--- src/sv/firmware_section_validator_macros.svh ---
// Assertion macros for the firmware section validator.
// Depends on nothing; the asserting module must provide clk and arst_n.
`ifndef FIRMWARE_SECTION_VALIDATOR_MACROS_SVH
`define FIRMWARE_SECTION_VALIDATOR_MACROS_SVH
`ifndef SYNTHESIS
// Same-cycle implication, disabled during reset.
`define FSV_ASSERT_IMP(lbl, cond, prop, msg) \
	lbl: assert property (@(posedge clk) disable iff (!arst_n) (cond) |-> (prop)) \
		else $error(msg);
// Next-cycle implication, disabled during reset.
`define FSV_ASSERT_NEXT(lbl, cond, prop, msg) \
	lbl: assert property (@(posedge clk) disable iff (!arst_n) (cond) |=> (prop)) \
		else $error(msg);
`else
`define FSV_ASSERT_IMP(lbl, cond, prop, msg)
`define FSV_ASSERT_NEXT(lbl, cond, prop, msg)
`endif
`endif

--- src/sv/fsv_pkg.sv ---
// Types, constants and check functions for the firmware section validator.
// Depends on nothing; used by firmware_section_validator.
`default_nettype none

package fsv_pkg;

	localparam int unsigned WORD_W = 32;

	// item kinds
	localparam logic KIND_HEADER  = 1'b0;
	localparam logic KIND_SECTION = 1'b1;

	// configuration register indexes
	localparam logic REG_TARGET_BASE = 1'b0;
	localparam logic REG_TARGET_SPAN = 1'b1;

	localparam logic [WORD_W-1:0] FIRM_MAGIC  = 32'h4D52_4946;
	localparam logic [WORD_W-1:0] MIN_IMAGE   = 32'h0000_0200;
	localparam logic [WORD_W-1:0] SECTOR_MASK = 32'h0000_01FF;
	localparam logic [WORD_W-1:0] ADDR_MASK   = 32'h0000_000F;

	typedef enum logic [2:0] {
		N_OK           = 3'd0,
		N_BAD_HEADER   = 3'd1,
		N_NO_ENTRY     = 3'd2,
		N_MISALIGNED   = 3'd3,
		N_BEYOND_IMAGE = 3'd4,
		N_BAD_REGION   = 3'd5,
		N_HITS_TARGET  = 3'd6
	} nstat_t;

	typedef enum logic [2:0] {
		C_OK          = 3'd0,
		C_RENDERER    = 3'd1,
		C_FRAMEBUFFER = 3'd2,
		C_TOP_STUB    = 3'd3,
		C_HIGH_RAM    = 3'd4
	} cstat_t;

	localparam int unsigned NUM_WIN = 4;
	localparam logic [WORD_W-1:0] WIN_LO [NUM_WIN] = '{
		32'h0800_0000, 32'h1800_0000, 32'h1FF0_0000, 32'h2000_0000};
	localparam logic [WORD_W-1:0] WIN_HI [NUM_WIN] = '{
		32'h0810_0000, 32'h1860_0000, 32'h1FFF_FC00, 32'h2800_0000};

	// reserved regions, listed in priority order
	localparam int unsigned NUM_RES = 5;
	localparam logic [WORD_W-1:0] RES_LO [NUM_RES] = '{
		32'h1FFB_0000, 32'h1830_0000, 32'h1840_0000, 32'h2300_0000, 32'h1FFF_F000};
	localparam logic [WORD_W-1:0] RES_HI [NUM_RES] = '{
		32'h1FFB_E000, 32'h1837_E900, 32'h1847_E900, 32'h2310_0000, 32'h2000_0000};
	localparam cstat_t RES_CODE [NUM_RES] = '{
		C_RENDERER, C_FRAMEBUFFER, C_FRAMEBUFFER, C_HIGH_RAM, C_TOP_STUB};

	// Alignment, image fit, window fit and target overlap, first failure wins.
	function automatic nstat_t normal_check(
		input logic [WORD_W-1:0] off,
		input logic [WORD_W-1:0] sz,
		input logic [WORD_W-1:0] addr,
		input logic [WORD_W-1:0] img,
		input logic [WORD_W-1:0] base,
		input logic [WORD_W-1:0] span
	);
		logic [WORD_W:0] sec_end;
		logic [WORD_W:0] off_end;
		logic [WORD_W:0] tgt_end;
		logic            fits;
		nstat_t          code;
		sec_end = {1'b0, addr} + {1'b0, sz};
		off_end = {1'b0, off} + {1'b0, sz};
		tgt_end = {1'b0, base} + {1'b0, span};
		fits = 1'b0;
		for (int i = 0; i < NUM_WIN; i++) begin
			if (addr >= WIN_LO[i] && sec_end <= {1'b0, WIN_HI[i]})
				fits = 1'b1;
		end
		if ((off & SECTOR_MASK) != '0 || (sz & SECTOR_MASK) != '0 || (addr & ADDR_MASK) != '0)
			code = N_MISALIGNED;
		else if (off_end > {1'b0, img})
			code = N_BEYOND_IMAGE;
		else if (!fits)
			code = N_BAD_REGION;
		else if ({1'b0, addr} < tgt_end && sec_end > {1'b0, base})
			code = N_HITS_TARGET;
		else
			code = N_OK;
		return code;
	endfunction

	// Reserved region test; a wrapping section hits the first region.
	function automatic cstat_t concurrent_check(
		input logic [WORD_W-1:0] sz,
		input logic [WORD_W-1:0] addr
	);
		logic [WORD_W:0] sec_end;
		cstat_t          code;
		sec_end = {1'b0, addr} + {1'b0, sz};
		code = C_OK;
		for (int i = NUM_RES - 1; i >= 0; i--) begin
			if (sz != '0 && (sec_end[WORD_W] ||
			    (addr < RES_HI[i] && sec_end > {1'b0, RES_LO[i]})))
				code = RES_CODE[i];
		end
		return code;
	endfunction

endpackage

`default_nettype wire

--- src/sv/firmware_section_validator.sv ---
// Boot-image header and section validator, top level.
// Depends on fsv_pkg and firmware_section_validator_macros.svh.
//
// Usage:
//   Requests arrive on item_valid/item_ready. A request is either a header
//   (kind = header: magic_word, entry_point, image_size) or a section
//   (kind = section: sec_offset, sec_size, sec_address, last). A header
//   clears the concurrent code, sets the normal code from its own checks
//   and latches the image size; sections of nonzero size are checked and
//   each check keeps its first error. A section with last set gives one
//   result (normal_status, concurrent_status) on result_valid/result_ready;
//   others give nothing. The user must write target_base and target_span
//   (cfg_we/cfg_index/cfg_data) only while idle; the block does not check.
// Timing:
//   One request per cycle, unless a result is blocked. A request is held in
//   the input register, the checks run there and the error state and
//   result register update as it leaves, so result_valid is registered
//   behind the input register; a blocked result can hold it there.
//   The one-cycle rate is set by the error state loop, which closes within
//   that single stage.
// Stall and reset:
//   While a result waits on result_ready the input register still drains
//   non-result requests; only a second pending result stalls item_ready.
//   Reset clears the error codes, the image size, the target registers
//   and all valid flags.
`default_nettype none

module firmware_section_validator (
	input  wire logic        clk,
	input  wire logic        arst_n,
	input  wire logic        cfg_we,
	input  wire logic        cfg_index,
	input  wire logic [31:0] cfg_data,
	input  wire logic        item_valid,
	output logic             item_ready,
	input  wire logic        kind,
	input  wire logic [31:0] magic_word,
	input  wire logic [31:0] entry_point,
	input  wire logic [31:0] image_size,
	input  wire logic [31:0] sec_offset,
	input  wire logic [31:0] sec_size,
	input  wire logic [31:0] sec_address,
	input  wire logic        last,
	output logic             result_valid,
	input  wire logic        result_ready,
	output logic [2:0]       normal_status,
	output logic [2:0]       concurrent_status
);

	`include "firmware_section_validator_macros.svh"

	// configuration
	logic [31:0] target_base_q;
	logic [31:0] target_span_q;

	// input register
	logic        s1_valid_q;
	logic        kind_s1;
	logic [31:0] magic_s1;
	logic [31:0] entry_s1;
	logic [31:0] size_s1;
	logic [31:0] off_s1;
	logic [31:0] ssize_s1;
	logic [31:0] addr_s1;
	logic        last_s1;

	// running state
	fsv_pkg::nstat_t nerr_q, nerr_next;
	fsv_pkg::cstat_t cerr_q, cerr_next;
	logic [31:0]     img_size_q;

	logic out_free;
	logic s1_emits;
	logic s1_adv;
	logic item_take;

	// Write the target registers on request.
	always_ff @(posedge clk or negedge arst_n) begin
		if (!arst_n) begin
			target_base_q <= '0;
			target_span_q <= '0;
		end else if (cfg_we) begin
			unique case (cfg_index)
				fsv_pkg::REG_TARGET_BASE: target_base_q <= cfg_data;
				fsv_pkg::REG_TARGET_SPAN: target_span_q <= cfg_data;
				default: ;
			endcase
		end
	end

	// Advance the input stage unless it holds a result with nowhere to go.
	assign out_free   = !result_valid || result_ready;
	assign s1_emits   = s1_valid_q && (kind_s1 == fsv_pkg::KIND_SECTION) && last_s1;
	assign s1_adv     = s1_valid_q && (!s1_emits || out_free);
	assign item_ready = !s1_valid_q || s1_adv;
	assign item_take  = item_valid && item_ready;

	always_ff @(posedge clk or negedge arst_n) begin
		if (!arst_n)
			s1_valid_q <= 1'b0;
		else if (item_take)
			s1_valid_q <= 1'b1;
		else if (s1_adv)
			s1_valid_q <= 1'b0;
	end

	// Capture the request payload.
	always_ff @(posedge clk) begin
		if (item_take) begin
			kind_s1  <= kind;
			magic_s1 <= magic_word;
			entry_s1 <= entry_point;
			size_s1  <= image_size;
			off_s1   <= sec_offset;
			ssize_s1 <= sec_size;
			addr_s1  <= sec_address;
			last_s1  <= last;
		end
	end

	// Next error codes: a header restarts both checks, a section keeps
	// the first failure of each.
	always_comb begin
		nerr_next = nerr_q;
		cerr_next = cerr_q;
		if (kind_s1 == fsv_pkg::KIND_HEADER) begin
			cerr_next = fsv_pkg::C_OK;
			if (size_s1 < fsv_pkg::MIN_IMAGE || magic_s1 != fsv_pkg::FIRM_MAGIC)
				nerr_next = fsv_pkg::N_BAD_HEADER;
			else if (entry_s1 == '0)
				nerr_next = fsv_pkg::N_NO_ENTRY;
			else
				nerr_next = fsv_pkg::N_OK;
		end else if (ssize_s1 != '0) begin
			if (nerr_q == fsv_pkg::N_OK)
				nerr_next = fsv_pkg::normal_check(off_s1, ssize_s1, addr_s1,
					img_size_q, target_base_q, target_span_q);
			if (cerr_q == fsv_pkg::C_OK)
				cerr_next = fsv_pkg::concurrent_check(ssize_s1, addr_s1);
		end
	end

	// Update the error state and image size as each request leaves stage one.
	always_ff @(posedge clk or negedge arst_n) begin
		if (!arst_n) begin
			nerr_q     <= fsv_pkg::N_OK;
			cerr_q     <= fsv_pkg::C_OK;
			img_size_q <= '0;
		end else if (s1_adv) begin
			nerr_q <= nerr_next;
			cerr_q <= cerr_next;
			if (kind_s1 == fsv_pkg::KIND_HEADER)
				img_size_q <= size_s1;
		end
	end

	// Result register: load on a last section, drop once taken.
	always_ff @(posedge clk or negedge arst_n) begin
		if (!arst_n)
			result_valid <= 1'b0;
		else if (s1_adv && s1_emits)
			result_valid <= 1'b1;
		else if (result_ready)
			result_valid <= 1'b0;
	end

	always_ff @(posedge clk) begin
		if (s1_adv && s1_emits) begin
			normal_status     <= nerr_next;
			concurrent_status <= cerr_next;
		end
	end

	`FSV_ASSERT_NEXT(a_emit_loads_result, s1_adv && s1_emits, result_valid,
		"last section did not load the result register")
	`FSV_ASSERT_IMP(a_stall_only_on_full, !item_ready,
		s1_valid_q && result_valid && !result_ready,
		"input stalled without a blocked result")
	`FSV_ASSERT_NEXT(a_normal_first_wins,
		s1_adv && kind_s1 == fsv_pkg::KIND_SECTION && nerr_q != fsv_pkg::N_OK,
		nerr_q == $past(nerr_q), "normal error overwritten by a section")
	`FSV_ASSERT_NEXT(a_header_restart, s1_adv && kind_s1 == fsv_pkg::KIND_HEADER,
		cerr_q == fsv_pkg::C_OK && img_size_q == $past(size_s1),
		"header did not restart the checks")

endmodule

`default_nettype wire

--- config.mk ---
export PLATFORM = sky130hd
export DESIGN_NAME = firmware_section_validator
export DESIGN_NICKNAME = d
export VERILOG_FILES = /design/src/sv/fsv_pkg.sv /design/src/sv/firmware_section_validator.sv
export VERILOG_INCLUDE_DIRS = /design/src /design/src/sv
export SDC_FILE = /design/constraint.sdc
export NUM_CORES = 1
export LEC_CHECK = 0
export BUFFER_PORTS_ARGS = -buffer_cell sky130_fd_sc_hd__buf_2
export CAP_MARGIN = 20
export CORE_MARGIN = 2
export CORE_UTILIZATION = 55
export DETAILED_ROUTE_END_ITERATION = 6
export MAX_ROUTING_LAYER = met4
export PLACE_DENSITY = 0.85
export SLEW_MARGIN = 20
export SYNTH_ARGS = -nofsm -noshare
export SYNTH_HDL_FRONTEND = slang
export SYNTH_SLANG_ARGS = --single-unit
--- constraint.sdc ---
create_clock -name clk -period 9.9 [get_ports clk]
set_input_delay 0.99 -clock clk [delete_from_list [all_inputs] [get_ports clk]]
set_output_delay 0.99 -clock clk [all_outputs]
set_load 0.03 [all_outputs]
* Word-level counts from Yosys, hierarchy flattened
Cells that the tools add are included.
Word-level totals: latch bits 0, memories kept 0, bits in read-only memories 0, register bits after elaboration 304, memory bits (writable) 0, logic and storage cells 119, output and inout bits 8
Cells by class: multipliers 0, divide/modulo/power cells 0, bitwise operators 2, $lt $le $gt $ge 22, shifts and indexed selects 0, add/sub/neg operators 3, reduce and logical (&&, ||, !) cells 46, eq/ne operators 1, multiplexer cells 28
Operator list (number):
- 33-bit by 29-bit > comparator with 1-bit output (second input constant) | 4
- 32-bit nonzero test | 4
- 32-bit by 32-bit adder with 33-bit output | 3
- 32-bit by 29-bit less-than comparator with 1-bit output (second input constant) | 3
- 33-bit by 32-bit > comparator with 1-bit output | 2
- 33-bit by 29-bit <= comparator with 1-bit output (second input constant) | 2
- 32-bit by 29-bit >= comparator with 1-bit output (second input constant) | 2
- 32-bit by 30-bit less-than comparator with 1-bit output (second input constant) | 2
- 3-bit two-way mux | 14
- 33-bit by 30-bit > comparator with 1-bit output (second input constant) | 1
- 33-bit by 28-bit <= comparator with 1-bit output (second input constant) | 1
- 33-bit by 30-bit <= comparator with 1-bit output (second input constant) | 1
- 32-bit by 33-bit less-than comparator with 1-bit output | 1
- 32-bit by 28-bit >= comparator with 1-bit output (second input constant) | 1
- 32-bit by 30-bit >= comparator with 1-bit output (second input constant) | 1
- 32-bit logical NOT | 1
- 32-bit by 10-bit less-than comparator with 1-bit output (second input constant) | 1
- 32-bit by 31-bit != test with 1-bit output (second input constant) | 1
- 1-bit logical AND | 20
- 1-bit logical OR | 11
- 1-bit two-way mux | 11
- 3-bit logical NOT | 2
- 2-bit two-way mux | 3
- 2-bit AND reduction | 3
- other kinds (3) | 7

* Longest topological paths before layout
depth after elaboration 16, mapped depth 27, gate-level depth less buffers 27

* Worst setup path after synthesis
OpenSTA, ideal clock, no wires.
path type in2reg, from input result_ready, to register addr_s1[0] (enable), path slack 3506 ps, cell stages on the path 3, data required time 9322 ps, setup time 578 ps, arrival 5816 ps, path buffers 0, path through nand2b_1 -> or2_2 -> and2_1
On the way: longest elaborated chain between the ends 5
Ends and longest elaborated chain:
- start: declaration | line firmware_section_validator.sv:45 | input wire logic result_ready,
- 1-bit logical OR | line firmware_section_validator.sv:92 | assign out_free = !result_valid || result_ready;
- 1-bit logical OR | line firmware_section_validator.sv:94 | assign s1_adv = s1_valid_q && (!s1_emits || out_free);
- 1-bit logical AND | line firmware_section_validator.sv:94
- 1-bit logical OR | line firmware_section_validator.sv:95 | assign item_ready = !s1_valid_q || s1_adv;
- net item_ready | line firmware_section_validator.sv:35 | output logic item_ready,
- 1-bit logical AND | line firmware_section_validator.sv:96 | assign item_take = item_valid && item_ready;
- net item_take | line firmware_section_validator.sv:75 | logic item_take;
- end signal: assignment | line firmware_section_validator.sv:116 | addr_s1 <= sec_address;
- end: declaration | line firmware_section_validator.sv:64 | logic [31:0] addr_s1;
The timed path passes the listed nets, and every way through them passes these cells. A chain may end at the register's enable or synchronous reset.

* Worst setup path in the final report
from register target_span_q[1], to register normal_status[1], data pin
On the way: longest elaborated chain between the ends 10
Ends and longest elaborated chain:
- start: declaration | line firmware_section_validator.sv:54 | logic [31:0] target_span_q;
- start signal: assignment | line firmware_section_validator.sv:85 | fsv_pkg::REG_TARGET_SPAN: target_span_q <= cfg_data;
- 32-bit by 32-bit adder with 33-bit output | line fsv_pkg.sv:71 | tgt_end = {1'b0, base} + {1'b0, span};
- 32-bit by 33-bit less-than comparator with 1-bit output | line fsv_pkg.sv:83 | else if ({1'b0, addr} < tgt_end && sec_end > {1'b0, base})
- 1-bit logical AND | line fsv_pkg.sv:83
- 3-bit two-way mux | line fsv_pkg.sv:83
- 3-bit two-way mux | line fsv_pkg.sv:81 | else if (!fits)
- 3-bit two-way mux | line fsv_pkg.sv:79 | else if (off_end > {1'b0, img})
- 3-bit two-way mux | line fsv_pkg.sv:77 | if ((off & SECTOR_MASK) != '0 || (sz & SECTOR_MASK) != '0 || (addr & ADDR_MASK) != '0)
- 3-bit two-way mux | line firmware_section_validator.sv:135 | if (nerr_q == fsv_pkg::N_OK)
- 3-bit two-way mux | line firmware_section_validator.sv:134 | end else if (ssize_s1 != '0) begin
- 3-bit two-way mux | line firmware_section_validator.sv:126 | if (kind_s1 == fsv_pkg::KIND_HEADER) begin
- net nerr_next[1] | line firmware_section_validator.sv:68 | fsv_pkg::nstat_t nerr_q, nerr_next;
- end signal: assignment | line firmware_section_validator.sv:169 | normal_status <= nerr_next;
- end: declaration | line firmware_section_validator.sv:46 | output logic [2:0] normal_status,
The timed path passes the listed nets, and every way through them passes these cells.

==> PnR_summary.wiki <==
{| class="wikitable"
! Metric !! Value
|-
| Max Transition Viols Final || 0
|-
| Total grt overflow || 0
|-
| EDFF count, synth || 200
|-
| Initial DRC count || 1225
|-
| Number of top-level design ports || 240
|-
| Total negative setup slack || 0 ns
|-
| IR drop worst, VDD || 0.000202 V
|-
| Synthesized netlist net count || 2185
|-
| Flop pwr share || 38.1%
|-
| Buffer cell driving the clock tree root || sky130_fd_sc_hd__clkbuf_16
|-
| Final total power || 4.06 mW
|-
| Number of cells in the design after placement || 2420
|-
| Source-to-sink clock delay at the later pin of the worst-skew pair || 0.55 ns
|-
| Global-route total usage across every layer || 28.6%
|-
| Launching element type of the critical path || flip-flop
|-
| Register bit count reported by yosys || 304
|-
| Via count normalized by instance count || 6.00
|-
| Gate count of the mapped netlist || 1761
|-
| Fraction of power consumed by combinational cells || 29.3%
|-
| Most repeated cell in the gate-level netlist after synthesis || sky130_fd_sc_hd__edfxtp_1
|-
| Net switching power || 1.29 mW
|-
| Global-route wire length before repair || 77000 um
|-
| Final standard cell count with taps included and fillers excluded || 2485
|-
| Die X || 187 um
|-
| Clock buffers created by TritonCTS || 34
|-
| Fraction of layout cells with a size suffix above 1 || 18.7%
|-
| Post-CTS Repair Setup Buffers || 0
|-
| First-pass iteration count of the detailed router || 6
|-
| Clk_skew || 0.0103 ns
|-
| Number of DRC violations after detailed routing || 0
|-
| Leakage || 9.11 nW
|-
| Kind of path behind the tightest hold check || in2async
|-
| Most area-consuming cells after synthesis || sky130_fd_sc_hd__edfxtp_1, sky130_fd_sc_hd__dfrtp_1, sky130_fd_sc_hd__ha_1
|-
| Hold Vio Cnt, Final || 0
|-
| Max capacitance violation total || 0
|-
| Part of the Yosys area used for sequential elements || 46.6%
|-
| Cell taking the most area after synthesis || sky130_fd_sc_hd__edfxtp_1
|-
| Met2 wire length || 23400 um
|-
| Avg Synthesized Cell Area || 10.5 um2
|-
| PostCTS Resize Cnt || 0
|-
| Worst hold slack || 0.438 ns
|-
| Largest net degree at the start of global routing || 195
|-
| Filler Cell Count || 2609
|-
| Total of buffers placed on input and output ports || 239
|-
| Detailed-routed wire length on met3 || 3070 um
|-
| Setup-failing EPs final || 0
|-
| Internal power of the cells || 2.78 mW
|-
| Library cells used by synthesis || 85
|-
| H-Tree Depth || 2
|-
| Number of warnings issued by yosys || 0
|-
| Die area || 0.0351 mm2
|-
| Post-route clock period utilization || 66.0%
|-
| Area of the core || 0.0333 mm2
|-
| Clock tree sinks || 304
|-
| Antenna-violating nets left || 0
|-
| Run status || finished, final reports clean
|-
| Predominant post-synthesis flop cell || sky130_fd_sc_hd__edfxtp_1
|-
| Hold-fix buffers, CTS || 0
|-
| Ratio of total power to cell area || 190 mW/mm2
|-
| Highest signal layer in the routed design || met4
|-
| Required time of the worst setup path || 10.32 ns
|-
| Final min period || 6.54 ns
|-
| Via count of the first global-routing pass || 14800
|-
| Cell area after synthesis || 0.0185 mm2
|-
| Via count of the routed design || 14900
|-
| Setup WS post-layout || 3.36 ns
|-
| Top cell type's share of synthesized area || 32.5%
|-
| Ranking of synthesized cells by instance count || sky130_fd_sc_hd__edfxtp_1, sky130_fd_sc_hd__ha_1, sky130_fd_sc_hd__nand2_1, sky130_fd_sc_hd__o21ai_0, sky130_fd_sc_hd__a21oi_1
|-
| Portion of total power attributed to the clock network || 32.7%
|-
| Cell area after placement || 0.0202 mm2
|-
| Post-place setup slack || 3.57 ns
|-
| Met1 routed wirelength after detailed routing || 20800 um
|-
| Worst setup EP type || flip-flop
|-
| Effective utilization at floorplan || 55.5%
|-
| Layout Utilization || 64.2%
|-
| Final net count || 2433
|-
| Relative max-transition margin || 22.9%
|-
| Post-route cell area || 0.0214 mm2
|-
| Top achievable clock speed || 153 MHz
|-
| Transition at the pin with the smallest max-transition slack || 1.16 ns
|-
| Critical Path Fanout Max || 4
|-
| Drt wl/cell || 19.7 um
|-
| Count of standard-cell rows || 67
|-
| Total wirelength of the detailed-routed design || 49000 um
|-
| Final weighted congestion in routability-driven placement || 0.970
|-
| Initial antenna violation count || 2
|-
| Arrival time at the worst endpoint || 6.95 ns
|-
| Proportion of register bits with asynchronous set or reset after synthesis || 34.2%
|-
| Kind of critical path || reg2reg
|-
| Clock-pin slew reported for the worst setup and hold paths after clock tree synthesis || 0.06 ns
|-
| Dpl hpwl || 37800 um
|-
| Unrepaired setup endpoints after global routing || false
|-
| Switching Fraction || 31.7%
|-
| Synth-to-Final Area Change || 15.8%
|-
| Number of buffers on the longest clock path || 3
|-
| Die height || 187 um
|-
| CTS tree || yes
|}
[area by class of cell]
cell class	instances	area (um2)	area share, %
Tap cell	448	561	2.62
Clock inverter	22	278	1.30
Inverter	96	360	1.69
Clock buffer	40	915	4.28
Antenna cell	2	5.00	0.0234
Sequential cell	304	8610	40.3
Multi-Input combinational cell	1325	9360	43.8
Timing Repair Buffer	248	1290	6.04
[cells in the final DEF, fill, tap and decap left out, types with 6 or more instances in the layout]
cell type / instances
sky130_fd_sc_hd__or4_1: 6
sky130_fd_sc_hd__xor2_1: 27
sky130_fd_sc_hd__nor4b_1: 6
sky130_fd_sc_hd__a31oi_1: 17
sky130_fd_sc_hd__buf_2: 238
sky130_fd_sc_hd__nand3b_1: 7
sky130_fd_sc_hd__dfrtp_1: 104
sky130_fd_sc_hd__xnor2_1: 43
sky130_fd_sc_hd__nand3_1: 44
sky130_fd_sc_hd__nor4_1: 41
sky130_fd_sc_hd__nor3_1: 43
sky130_fd_sc_hd__and3_1: 18
sky130_fd_sc_hd__clkbuf_16: 35
sky130_fd_sc_hd__o21a_1: 25
sky130_fd_sc_hd__nor2b_1: 16
sky130_fd_sc_hd__or2_2: 15
sky130_fd_sc_hd__and4_1: 8
sky130_fd_sc_hd__or3_1: 17
sky130_fd_sc_hd__o21bai_1: 15
sky130_fd_sc_hd__ha_1: 189
sky130_fd_sc_hd__nor2_1: 96
sky130_fd_sc_hd__nand4_1: 31
sky130_fd_sc_hd__a211oi_1: 14
sky130_fd_sc_hd__and2_1: 9
sky130_fd_sc_hd__a21oi_1: 117
sky130_fd_sc_hd__a221o_1: 6
sky130_fd_sc_hd__inv_1: 96
sky130_fd_sc_hd__edfxtp_1: 200
sky130_fd_sc_hd__buf_4: 8
sky130_fd_sc_hd__nand2_1: 168
sky130_fd_sc_hd__o21ai_0: 123
sky130_fd_sc_hd__a21boi_0: 6
sky130_fd_sc_hd__a211o_1: 6
sky130_fd_sc_hd__a21o_1: 54
sky130_fd_sc_hd__o211ai_1: 14
sky130_fd_sc_hd__o31ai_1: 6
sky130_fd_sc_hd__nand2b_1: 8
sky130_fd_sc_hd__mux2_2: 36
[worst paths after layout]
check,from,end,slack [ns],depth (start not counted)
max,target_span_q[1],normal_status[1],3.36,24
min,arst_n,cerr_q[2],0.44,1
max reg2reg,target_span_q[1],normal_status[1],3.36,24
min reg2reg,size_s1[3],img_size_q[3],0.46,2
max in group asynchronous,arst_n,target_base_q[1],8.23,2
min in group clk,size_s1[3],img_size_q[3],0.46,2
[worst max-delay path, stage by stage (launching register included)]
cell and delay [ns]:
sky130_fd_sc_hd__dfrtp_1 0.40, sky130_fd_sc_hd__ha_1 0.31, sky130_fd_sc_hd__a21o_1 0.17, sky130_fd_sc_hd__a21oi_1 0.22
sky130_fd_sc_hd__o21bai_1 0.12, sky130_fd_sc_hd__a21boi_0 0.49, sky130_fd_sc_hd__nor4b_1 0.17, sky130_fd_sc_hd__nor3_1 0.45
sky130_fd_sc_hd__or3_1 0.22, sky130_fd_sc_hd__a31oi_1 0.11, sky130_fd_sc_hd__and4_1 0.21, sky130_fd_sc_hd__a2111oi_0 0.63
sky130_fd_sc_hd__xor2_1 0.15, sky130_fd_sc_hd__ha_1 0.24, sky130_fd_sc_hd__or4_1 0.48, sky130_fd_sc_hd__a21oi_1 0.13
sky130_fd_sc_hd__nand4_1 0.10, sky130_fd_sc_hd__o31ai_1 0.23, sky130_fd_sc_hd__a211o_1 0.17, sky130_fd_sc_hd__o32ai_1 0.07
sky130_fd_sc_hd__a21o_1 0.22, sky130_fd_sc_hd__or3b_2 0.49, sky130_fd_sc_hd__nor4b_1 0.37, sky130_fd_sc_hd__o211ai_1 0.15
sky130_fd_sc_hd__nand2_1 0.10
[routing by layer]
metal | track usage (%) | vias up
met2 | 45.9 | 549
met4 | 10.8 | 0
met5 | - | -
met3 | 4.07 | 125
li1 | - | 7148
met1 | 37.1 | 7091
[power groups by stage]
stage	clock network (mW)	logic (mW)	registers [mW]
2_1_floorplan	0	0.842	1.55
3_3_place_gp	0	1.11	1.57
3_5_place_dp	0	1.16	1.57
4_1_cts	1.35	1.17	1.55
5_1_grt	1.40	1.33	1.56
6_report	1.33	1.19	1.55
[kinds of logic after synthesis]
kind of cell,after synthesis,share of synthesized area [%]
simple gates,553,15.2
flops,304,46.6
mux,39,2.36
compound gates,471,16.6
fa+ha+maj,192,13.1
xor+xnor,70,3.32
buf+inv,132,2.76
[flip-flops by register name (all words and copies together), names as in the netlist]
name               cells
addr_s1               32
entry_s1              32
img_size_q            32
magic_s1              32
off_s1                32
size_s1               32
ssize_s1              32
target_base_q         32
target_span_q         32
cerr_q                 3
concurrent_status      3
nerr_q                 3
normal_status          3
kind_s1                1
last_s1                1
result_valid           1
s1_valid_q             1
No activity file was read; power rests on OpenSTA's default activity.
